<file path="config.mk">
export PLATFORM = sky130hd
export DESIGN_NAME = fnv_hash_key_partitioner
export DESIGN_NICKNAME = d
export VERILOG_FILES = /design/src/hw/rtl/fhp_pkg.sv /design/src/hw/rtl/fhp_front.sv /design/src/hw/rtl/fhp_queue.sv /design/src/hw/rtl/fhp_back.sv /design/src/hw/rtl/fnv_hash_key_partitioner.sv
export SDC_FILE = /design/constraint.sdc
export NUM_CORES = 1
export LEC_CHECK = 0
export ABC_CLOCK_PERIOD_IN_PS = 6400
export BUFFER_PORTS_ARGS = -buffer_cell sky130_fd_sc_hd__buf_4
export CAP_MARGIN = 5
export CORE_UTILIZATION = 60
export CTS_BUF_LIST = sky130_fd_sc_hd__clkbuf_16
export CTS_CLUSTER_DIAMETER = 40
export DETAILED_ROUTE_END_ITERATION = 7
export PLACE_DENSITY = 0.79
export SYNTH_ARGS = -nofsm -noshare
export SYNTH_HDL_FRONTEND = slang
export SYNTH_SLANG_ARGS = --single-unit
</file>
<file path="constraint.sdc">
create_clock -name i_clk -period 6.4 [get_ports i_clk]
set_input_delay 0.64 -clock i_clk [delete_from_list [all_inputs] [get_ports i_clk]]
set_output_delay 0.64 -clock i_clk [all_outputs]
set_load 0.005 [all_outputs]
</file>
<file path="src/hw/rtl/fhp_pkg.sv">
`timescale 1ns / 1ps

package fhp_pkg;

    // hash constants
    localparam logic [31:0] FNV_BASIS = 32'h811c_9dc5;
    localparam logic [31:0] FNV_PRIME = 32'h0100_0193;
    localparam logic [15:0] COUNT_MAX = 16'hffff;

    // configuration register indexes and reset values
    localparam int          CFG_IDX_W           = 2;
    localparam logic [1:0]  REG_PARTITION_COUNT = 2'd0;
    localparam logic [1:0]  REG_PREFIX_LIMIT    = 2'd1;
    localparam logic [15:0] PART_COUNT_RESET    = 16'd1;
    localparam logic [15:0] PREFIX_LIMIT_RESET  = 16'hffff;

    // default depth of the queue between hashing and reduction
    localparam int          QUEUE_DEPTH_DEFAULT = 2;

    typedef struct packed {
        logic [7:0] key_byte;
        logic       key_end;
    } t_in_word;

    typedef struct packed {
        logic [15:0] partition_index;
        logic [31:0] key_hash;
    } t_out_word;

    // handshake between the queue and one of its neighbors
    typedef struct packed {
        logic valid;
        logic ready;
    } t_q_hs;

endpackage

</file>
<file path="src/hw/rtl/fhp_front.sv">
`timescale 1ns / 1ps

module fhp_front (
    input  logic              i_clk,
    input  logic              i_rst_n,
    input  logic              i_in_valid,
    output logic              o_in_ready,
    input  fhp_pkg::t_in_word i_in_word,
    input  logic [15:0]       i_prefix_limit,
    input  logic              i_push_ready,
    output logic              o_push_valid,
    output logic [31:0]       o_push_hash
);
    import fhp_pkg::*;

    logic [31:0] r_hash;
    logic [31:0] n_hash;
    logic [15:0] r_seen;
    logic [15:0] n_seen;
    logic [31:0] w_mult;
    logic [31:0] w_step;
    logic        w_accept;

    // one fnv-1 round on the current byte
    assign w_mult   = r_hash * FNV_PRIME;
    assign w_step   = (r_seen < i_prefix_limit) ? (w_mult ^ {24'd0, i_in_word.key_byte})
                                                : r_hash;
    assign w_accept = i_in_valid && o_in_ready;

    // bytes stall only while the queue is full
    assign o_in_ready   = i_push_ready;
    assign o_push_valid = w_accept && i_in_word.key_end;
    assign o_push_hash  = w_step;

    // next hash and byte count
    always_comb begin
        n_hash = r_hash;
        n_seen = r_seen;
        if (w_accept) begin
            if (i_in_word.key_end) begin
                n_hash = FNV_BASIS;
                n_seen = 16'd0;
            end else begin
                n_hash = w_step;
                n_seen = (r_seen != COUNT_MAX) ? (r_seen + 16'd1) : r_seen;
            end
        end
    end

    always_ff @(posedge i_clk) begin
        if (!i_rst_n) begin
            r_hash <= FNV_BASIS;
            r_seen <= 16'd0;
        end else begin
            r_hash <= n_hash;
            r_seen <= n_seen;
        end
    end

endmodule

</file>
<file path="src/hw/rtl/fhp_queue.sv">
`timescale 1ns / 1ps

module fhp_queue #(
    parameter int DEPTH = fhp_pkg::QUEUE_DEPTH_DEFAULT
) (
    input  logic          i_clk,
    input  logic          i_rst_n,
    input  logic          i_push_valid,
    output logic          o_push_ready,
    input  logic [31:0]   i_push_hash,
    output fhp_pkg::t_q_hs o_pop_hs,
    input  logic          i_pop_ready,
    output logic [31:0]   o_pop_hash
);
    import fhp_pkg::*;

    localparam int AW = (DEPTH > 1) ? $clog2(DEPTH) : 1;
    localparam int CW = $clog2(DEPTH + 1);
    localparam logic [AW-1:0] LAST_PTR = AW'(DEPTH - 1);
    localparam logic [CW-1:0] FULL_CNT = CW'(DEPTH);

    logic [31:0]   r_mem [DEPTH];
    logic [AW-1:0] r_wr_ptr;
    logic [AW-1:0] r_rd_ptr;
    logic [CW-1:0] r_count;
    logic          w_push;
    logic          w_pop;

    assign o_push_ready   = (r_count != FULL_CNT);
    assign o_pop_hs.valid = (r_count != '0);
    assign o_pop_hs.ready = i_pop_ready;
    assign o_pop_hash     = r_mem[r_rd_ptr];
    assign w_push         = i_push_valid && o_push_ready;
    assign w_pop          = o_pop_hs.valid && i_pop_ready;

    // storage
    always_ff @(posedge i_clk) begin
        if (w_push) begin
            r_mem[r_wr_ptr] <= i_push_hash;
        end
    end

    // pointers and fill count
    always_ff @(posedge i_clk) begin
        if (!i_rst_n) begin
            r_wr_ptr <= '0;
            r_rd_ptr <= '0;
            r_count  <= '0;
        end else begin
            if (w_push) begin
                r_wr_ptr <= (r_wr_ptr == LAST_PTR) ? '0 : (r_wr_ptr + AW'(1));
            end
            if (w_pop) begin
                r_rd_ptr <= (r_rd_ptr == LAST_PTR) ? '0 : (r_rd_ptr + AW'(1));
            end
            if (w_push && !w_pop) begin
                r_count <= r_count + CW'(1);
            end else if (w_pop && !w_push) begin
                r_count <= r_count - CW'(1);
            end
        end
    end

`ifndef ASSERT_OFF
    a_count_bound: assert property (@(posedge i_clk) disable iff (!i_rst_n)
        r_count <= FULL_CNT)
        else $error("queue count exceeds depth");
    a_push_lost: assert property (@(posedge i_clk) disable iff (!i_rst_n)
        i_push_valid |-> o_push_ready)
        else $error("hash pushed into full queue");
    a_count_track: assert property (@(posedge i_clk) disable iff (!i_rst_n)
        (w_push && !w_pop) |=> (r_count == $past(r_count) + CW'(1)))
        else $error("queue count did not follow push");
`endif

endmodule

</file>
<file path="src/hw/rtl/fhp_back.sv">
`timescale 1ns / 1ps

module fhp_back (
    input  logic               i_clk,
    input  logic               i_rst_n,
    input  fhp_pkg::t_q_hs     i_pop_hs,
    output logic               o_pop_ready,
    input  logic [31:0]        i_pop_hash,
    input  logic [15:0]        i_part_count,
    output logic               o_out_valid,
    input  logic               i_out_ready,
    output fhp_pkg::t_out_word o_out_word
);
    import fhp_pkg::*;

    localparam logic [1:0] ST_IDLE = 2'd0;
    localparam logic [1:0] ST_DIV  = 2'd1;
    localparam logic [1:0] ST_DONE = 2'd2;

    logic [1:0]  r_state;
    logic [1:0]  n_state;
    logic [4:0]  r_cnt;
    logic [31:0] r_hash;
    logic [31:0] r_dvd;
    logic [16:0] r_rem;
    logic        r_out_valid;
    t_out_word   r_out_word;
    logic [16:0] w_shift;
    logic [16:0] w_diff;
    logic        w_out_free;
    logic        w_load;

    assign o_pop_ready = (r_state == ST_IDLE);
    assign w_load      = i_pop_hs.valid && o_pop_ready;
    assign w_out_free  = !r_out_valid || i_out_ready;
    assign o_out_valid = r_out_valid;
    assign o_out_word  = r_out_word;

    // one restoring division step
    assign w_shift = {r_rem[15:0], r_dvd[31]};
    assign w_diff  = w_shift - {1'b0, i_part_count};

    // sequencer
    always_comb begin
        n_state = r_state;
        case (r_state)
            ST_IDLE: begin
                if (w_load) begin
                    n_state = ST_DIV;
                end
            end
            ST_DIV: begin
                if (r_cnt == 5'd31) begin
                    n_state = ST_DONE;
                end
            end
            ST_DONE: begin
                if (w_out_free) begin
                    n_state = ST_IDLE;
                end
            end
            default: n_state = ST_IDLE;
        endcase
    end

    always_ff @(posedge i_clk) begin
        if (!i_rst_n) begin
            r_state     <= ST_IDLE;
            r_cnt       <= 5'd0;
            r_out_valid <= 1'b0;
        end else begin
            r_state <= n_state;
            if (r_state == ST_DIV) begin
                r_cnt <= r_cnt + 5'd1;
            end
            if (r_state == ST_DONE && w_out_free) begin
                r_out_valid <= 1'b1;
            end else if (i_out_ready) begin
                r_out_valid <= 1'b0;
            end
        end
    end

    // divider datapath and output word
    always_ff @(posedge i_clk) begin
        if (w_load) begin
            r_hash <= i_pop_hash;
            r_dvd  <= i_pop_hash;
            r_rem  <= 17'd0;
        end else if (r_state == ST_DIV) begin
            r_dvd <= {r_dvd[30:0], 1'b0};
            r_rem <= w_diff[16] ? w_shift : w_diff;
        end
        if (r_state == ST_DONE && w_out_free) begin
            r_out_word.key_hash        <= r_hash;
            r_out_word.partition_index <= (i_part_count == 16'd0) ? 16'd0 : r_rem[15:0];
        end
    end

`ifndef ASSERT_OFF
    a_rem_bound: assert property (@(posedge i_clk) disable iff (!i_rst_n)
        (r_state == ST_DONE && i_part_count != 16'd0) |-> (r_rem[15:0] < i_part_count))
        else $error("remainder not reduced below partition count");
    a_idle_cnt: assert property (@(posedge i_clk) disable iff (!i_rst_n)
        (r_state == ST_IDLE) |-> (r_cnt == 5'd0))
        else $error("step counter not cleared between keys");
    a_word_hold: assert property (@(posedge i_clk) disable iff (!i_rst_n)
        (r_out_valid && !i_out_ready) |=> $stable(r_out_word))
        else $error("result word changed while stalled");
`endif

endmodule

</file>
<file path="src/hw/rtl/fnv_hash_key_partitioner.sv">
`timescale 1ns / 1ps

// fnv-1 32-bit key hasher and partitioner
// input channel: one key byte per word, key_end marks the last byte of a key.
// output channel: one word per key with the hash and hash mod partition_count.
// config channel: index 0 sets partition_count, index 1 sets prefix_byte_limit;
// other indexes are dropped. write only while no key is in flight.
// throughput: the hash front takes one byte per cycle as long as the queue
// of finished hashes has room. each finished key then passes through the
// back end: a load, 32 bit-serial remainder steps and a register of the
// result; the back end takes no new key until it is done. short keys can
// throttle the front through the queue. the hash of a key's last byte goes
// through the queue, the back-end divider and the output register.
// reset: hash returns to the offset basis, byte count and queue clear,
// partition_count goes to 1 and prefix_byte_limit to 65535.
// when the receiver stalls the result word holds; the back end finishes its
// current division and waits, the queue fills, then bytes stall.
module fnv_hash_key_partitioner #(
    parameter int QUEUE_DEPTH = fhp_pkg::QUEUE_DEPTH_DEFAULT
) (
    input  logic                             i_clk,
    input  logic                             i_rst_n,
    input  logic                             i_in_valid,
    output logic                             o_in_ready,
    input  fhp_pkg::t_in_word                i_in_word,
    output logic                             o_out_valid,
    input  logic                             i_out_ready,
    output fhp_pkg::t_out_word               o_out_word,
    input  logic                             i_cfg_valid,
    output logic                             o_cfg_ready,
    input  logic [fhp_pkg::CFG_IDX_W-1:0]    i_cfg_index,
    input  logic [15:0]                      i_cfg_data
);
    import fhp_pkg::*;

    logic [15:0] r_part_count;
    logic [15:0] r_prefix_limit;
    logic        w_push_valid;
    logic        w_push_ready;
    logic [31:0] w_push_hash;
    t_q_hs       w_pop_hs;
    logic        w_pop_ready;
    logic [31:0] w_pop_hash;

    // configuration registers
    assign o_cfg_ready = 1'b1;

    always_ff @(posedge i_clk) begin
        if (!i_rst_n) begin
            r_part_count   <= PART_COUNT_RESET;
            r_prefix_limit <= PREFIX_LIMIT_RESET;
        end else if (i_cfg_valid && o_cfg_ready) begin
            case (i_cfg_index)
                REG_PARTITION_COUNT: r_part_count   <= i_cfg_data;
                REG_PREFIX_LIMIT:    r_prefix_limit <= i_cfg_data;
                default: ;
            endcase
        end
    end

    // byte hashing
    fhp_front u_front (
        .i_clk          (i_clk),
        .i_rst_n        (i_rst_n),
        .i_in_valid     (i_in_valid),
        .o_in_ready     (o_in_ready),
        .i_in_word      (i_in_word),
        .i_prefix_limit (r_prefix_limit),
        .i_push_ready   (w_push_ready),
        .o_push_valid   (w_push_valid),
        .o_push_hash    (w_push_hash)
    );

    // finished hashes
    fhp_queue #(
        .DEPTH (QUEUE_DEPTH)
    ) u_queue (
        .i_clk        (i_clk),
        .i_rst_n      (i_rst_n),
        .i_push_valid (w_push_valid),
        .o_push_ready (w_push_ready),
        .i_push_hash  (w_push_hash),
        .o_pop_hs     (w_pop_hs),
        .i_pop_ready  (w_pop_ready),
        .o_pop_hash   (w_pop_hash)
    );

    // partition reduction and output register
    fhp_back u_back (
        .i_clk        (i_clk),
        .i_rst_n      (i_rst_n),
        .i_pop_hs     (w_pop_hs),
        .o_pop_ready  (w_pop_ready),
        .i_pop_hash   (w_pop_hash),
        .i_part_count (r_part_count),
        .o_out_valid  (o_out_valid),
        .i_out_ready  (i_out_ready),
        .o_out_word   (o_out_word)
    );

endmodule
</file>
# After elaboration in Yosys (flattened, before gate mapping)
# Memories as Yosys holds them, arrays and structs flattened. A register that Yosys moved wholly into a read port is not among the register bits.
# Cells that the tools add are included.
word_totals:
  reg_bits: 220
  latch_bits: 0
  ram_bits: 64
  romBits: 0
  wordCells: 79
  n_memories: 1
memory_table:
  columns: ["name", "words", "width", "rd", "rd_clocked_by_memory_dff", "write_ports", "line", "rtl"]
  rows:
  - ["u_queue.r_mem", 2, 32, 1, 1, 1, "fhp_queue.sv:22", "logic [31:0] r_mem [DEPTH];"]
classes:
  add_sub_neg: 7
  mul: 1
  n_div: 0
  magnitude_cmp: 1
  eq_ne: 9
  n_shift: 0
  muxes: 21
  n_bitwise: 1
  n_reduce_logical: 23
op_table:
  columns: ["cell", "count"]
  rows:
  - ["two-way mux 32 bit", 4]
  - ["two-way mux 16 bit", 3]
  - ["multiplier 32 x 25 -> 32 bit (second input constant)", 1]
  - ["bitwise XOR 32 x 8 -> 32 bit", 1]
  - ["subtractor 17 x 16 -> 17 bit", 1]
  - ["adder 16 x 1 -> 16 bit (second input constant)", 1]
  - ["logical NOT 16 bit", 1]
  - ["< comparator 16 bit", 1]
  - ["!= test 16 bit (second input constant)", 1]
  - ["two-way mux 2 bit", 5]
  - ["nonzero test 2 bit", 5]
  - ["two-way mux 1 bit", 8]
  - ["logical AND 1 bit", 7]
  - ["case mux 2 bit (3 select lines)", 1]
  - ["AND reduction 2 bit", 3]
  - ["adder 5 x 1 -> 5 bit (second input constant)", 1]
  - ["equality test 5 bit (second input constant)", 1]
  - ["equality test 2 x 1 -> 1 bit (second input constant)", 2]
  - ["logical NOT 2 bit", 2]
  - ["!= test 2 x 1 -> 1 bit (second input constant)", 2]
  - ["!= test 2 bit (second input constant)", 2]
  - ["logical NOT 1 bit", 3]
  - ["AND reduction 3 bit", 1]
  - ["adder 1 bit (second input constant)", 2]
  - ["4 further kinds", 4]

# Depth between registers and ports, before layout
depth:
  ltp_word: 8
  ltp_mapped: 20

# Hierarchy
# A second synthesis with hierarchy kept.
unflattened:
  cells_unflattened: 1550
  hier_area_um2: 17879.6
by_module_without_submodules:
  columns: ["mod", "instances", "cells_per_inst", "area_each_um2", "seq_area_each_um2"]
  rows:
  - ["fhp_front", 1, 881, 8150.3, 960.9]
  - ["fhp_back", 1, 399, 5735.5, 3843.7]
  - ["fhp_queue", 1, 125, 2558.7, 2021.9]
  - ["fnv_hash_key_partitioner", 1, 145, 1435.1, 640.6]

# Worst setup path before layout
# OpenSTA, ideal clock, no wires.
synth_path:
  path_type: "reg2reg"
  start: "register u_front.r_hash[11]"
  end: "memory u_queue.r_mem[0][31], data pin"
  setup_time_ns: 0.262
  arrival_ns: 4.947
  slack_ns: 1.191
  path_stages_with_launch: 20
  cell_sequence: "dfxtp_1 ha_1 ha_1 fa_1 ha_1 fa_1 ha_1 inv_1 fa_1 inv_1 ha_1 clkbuf_1 a21o_1 o21bai_1 a221oi_1 nor3b_1 a211o_1 o21a_1 o211ai_1 mux2_2"
synth_between:
  elab_chain_len: 3
synth_rtl:
  columns: ["item", "line", "rtl"]
  rows:
  - ["from (decl)", "fhp_front.sv:16", "logic [31:0] r_hash;"]
  - ["from (signal assigned)", "fhp_front.sv:55", "r_hash <= n_hash;"]
  - ["multiplier 32 x 25 -> 32 bit", "fhp_front.sv:25", "assign w_mult = r_hash * FNV_PRIME;"]
  - ["bitwise XOR 32 x 8 -> 32 bit", "fhp_front.sv:26", "assign w_step = (r_seen < i_prefix_limit) ? (w_mult ^ {24'd0, i_in_word.key_byte})"]
  - ["two-way mux 32 bit", "fhp_front.sv:26", null]
  - ["net u_front.o_push_hash[31]", "fhp_front.sv:12", "output logic [31:0] o_push_hash"]
  - ["to (decl)", "fhp_queue.sv:22", null]
# The timed path passes the listed nets, and every way through them passes these cells.

# Worst setup path in the final report
layout_path:
  start: "register u_front.r_hash[7]"
  end: "memory u_queue.r_mem[1][30], data pin"
# Same word-level chain as after synthesis.

==> reports/metrics.csv <==
metric;value;unit
syn_nets;1955;
Multi-input gate area;9200;µm²
FF-to-FF Start;u_front.r_hash[7];
Post-Synth Adder-Cell Area;24.2;%
number of synthesis warnings;0;
crit-path max FO;8;
crit path max-delay cell type;dfxtp_1;
RSZ-0062 raised after global routing;no;
Post-synth ARST share;0;%
first-pass GRT wire length;62.4;mm
total CTS buffers;36;
Worst setup EP type;flip-flop;
WP data arrival;6.16;ns
Via-to-Cell Ratio;5.72;
hold path cells;3;
dpl hpwl;27.9;mm
CTS root buf;clkbuf_16;
WP data required;6.63;ns
crit path cell chain;ha_1 -> ha_1 -> fa_1 -> ha_1 -> fa_1 -> ha_1 -> inv_1 -> fa_1 -> inv_1 -> ha_1 -> a21oi_1 -> o21ai_0 -> a2111o_1 -> a31oi_1 -> o31ai_1 -> a21oi_1 -> xor2_1 -> o21ai_0;
CTS Sinks;285;
initial core utilization;61.3;%
WL/cell;17.9;µm
WP buf/inv;2;
leading post-synthesis cells by cell area;edfxtp_1 (30%), ha_1 (16%), dfxtp_1 (12%);
area growth from synthesis to layout;12.1;%
R2R depth;18;
Final nets;2036;
area share of the largest cell type after synthesis;30.0;%
reg2reg end;u_queue.r_mem[1][30];
Die W;173;µm
Cells after Synth;1627;
period utilisation layout;92.7;%
row count;62;
fraction of layout cells with a size suffix above 1;12.8;%
clk_lat worst skew;0.52;ns
antenna-violating nets left;0;
1st-iter DRT viols;904;
hold_sp;i_cfg_data[0];
Synth Area per Inst;10.8;µm²
CTS tree;built;
cts repair resizes;0;
vias in the first global route;12158;
flops & latches, synth;285;
Fmax;0.169;GHz
Worst Hold End;r_part_count[0];
total wire length;38.0;mm
Setup TNS;0;ns
global route overflow;0;
Ant. Diodes;0;
total track usage;26.0;%
via count;12131;
Synth cell types;77;
fillers;2062;
Port Buffer Count;81;
critical path class;flip-flop to flip-flop;
top_reg_cell synth;edfxtp_1;
Final Hold Vio Count;0;
register area share after synthesis;42.4;%
Crit path largest cell delay;0.66;ns
most used cell along the critical path;ha_1;
simple-gate share of the synthesized area;11.4;%
HP Class;primary input to flip-flop;
Post-synth EDFFs;176;
CTS clk-pin slew, worst paths;0.06;ns
most common cell after layout, fill and taps aside;nand2_1;
startpoint types;flip-flop;
die area;30100;µm²
outcome;completed;
I/O Pins;83;
Max Cap Viol;0;
hold_buf cts;0;
Slew Limit Fails;0;
Residual DRC;0;
DR pass1 iterations;6;
Slew headroom;20.0;%
measured slew at the worst slew-check pin;1.20;ns
die height;173;µm
Reg area;7470;µm²
proportion of synthesized area in mux cells;3.65;%
Post-CTS Setup Repair Bufs;0;
largest family of logic cells by synthesized area;adder cells;
post-synthesis compound-gate area fraction;9.08;%
Max Root-Sink Buffers;3;
r2r setup slk;0.47;ns
RD Place Congestion;0.969;
Period minus WS final;5.93;ns
Post-Synth XOR/XNOR Area;3.78;%
antenna violations before repair;0;
largest net degree at the start of global routing;70;
final-report setup violation count;0;
most frequent cells in the layout;nand2_1 (233), ha_1 (221), inv_1 (203);
critical path's top delay family;adder cells;
Worst Skew;0.0282;ns
H-tree Lvls;2;
Core Box Area;28800;µm²
mapped cell area;17600;µm²
biggest area consumer among synthesized cells;edfxtp_1;
-- state kept, by name, indices dropped and copies added (netlist names), named ones only --
| signal | flops |
|---|---|
| u_queue.r_mem | 64 |
| u_back.o_out_word | 48 |
| u_back.r_dvd | 32 |
| u_back.r_hash | 32 |
| u_front.r_hash | 32 |
| r_part_count | 16 |
| r_prefix_limit | 16 |
| u_back.r_rem | 16 |
| u_front.r_seen | 16 |
| u_back.r_cnt | 5 |
| u_back.r_state | 2 |
| u_queue.r_count | 2 |
| u_back.o_out_valid | 1 |
| u_queue.r_rd_ptr | 1 |
| u_queue.r_wr_ptr | 1 |
-- routing by layer --
layer / part of all wire (%) / wire [µm] / vias up / global-route usage (%)
met1: 44 / 16700 / 5870 / 35.4
met4: 3.1 / 1170 / 0 / 9.96
met2: 47 / 18000 / 392 / 42.8
met3: 5.6 / 2140 / 81 / 3.20
li1: - / - / 5788 / -
met5: 0 / 0 / - / 0
-- worst min-delay path, delay by kind of cell --
| kind | cells | cell delay (ns) |
|---|---|---|
| simple gates | 2 | 0.12 |
| buf+inv | 1 | 0.09 |
-- how the worst max path moves through the flow --
stage | cells after the start | slack (ns) | start | to
5_1_grt | 18 | 0.20 | u_front.r_hash[6] | u_queue.r_mem[1][30]
2_1_floorplan | 19 | 1.19 | u_front.r_hash[11] | u_queue.r_mem[0][31]
3_5_place_dp | 18 | 0.55 | u_front.r_hash[7] | u_queue.r_mem[0][30]
3_3_place_gp | 18 | 0.67 | u_front.r_hash[7] | u_queue.r_mem[0][30]
6_report | 18 | 0.47 | u_front.r_hash[7] | u_queue.r_mem[1][30]
4_1_cts | 18 | 0.53 | u_front.r_hash[7] | u_queue.r_mem[1][30]
-- Yosys cell counts, types with 6 or more instances --
cell type and number:
mux2_2 42, edfxtp_1 176, nand2b_1 7, mux2i_1 17, o31ai_1 7, clkbuf_1 30, buf_1 6, and2_1 34
a21o_1 7, or3_1 8, inv_1 198, nor2_1 41, o211ai_1 29, xor2_1 20, nor2b_1 14, nand2_1 233
a21oi_1 35, ha_1 221, buf_2 8, fa_1 75, a21boi_0 20, nand3_1 30, dfxtp_1 109, nand4_1 6
xnor2_1 56, nor3_1 19, a32o_1 11, o21a_1 11, o21ai_0 56
-- metrics by stage --
stage	instances	hold WS [ns]	area, µm²	util, %	setup slack [ns]
after CTS	2120	0.347	19800	68.6	0.530
after floorplan	1627	0.400	17600	-	1.19
after global placement	2054	0.401	18600	64.6	0.667
final	2120	0.366	19800	68.6	0.465
after global routing	2120	0.368	19800	68.6	0.197
after detailed placement	2054	0.405	18600	64.6	0.549
-- area by class of cell --
| cell class | count | area share [%] |
|---|---|---|
| clock inverter | 29 | 1.23 |
| timing repair buffer | 92 | 3.50 |
| inverter | 199 | 3.78 |
| tap | 384 | 2.43 |
| clock buffer | 37 | 4.69 |
| multi-input combinational | 1094 | 46.6 |
| sequential | 285 | 37.8 |
-- logic make-up after synthesis --
group                      Yosys count
AOI/OAI and AO/OA                  231
other                                1
muxes                               59
buffers and inverters              248
and+or+nand+nor                    431
DFF                                285
adders and majority gates          296
xor gates and xnor gates            76
Power is not shown: default switching activity piles up to over one toggle a cycle in this logic, so the estimate is an artifact.
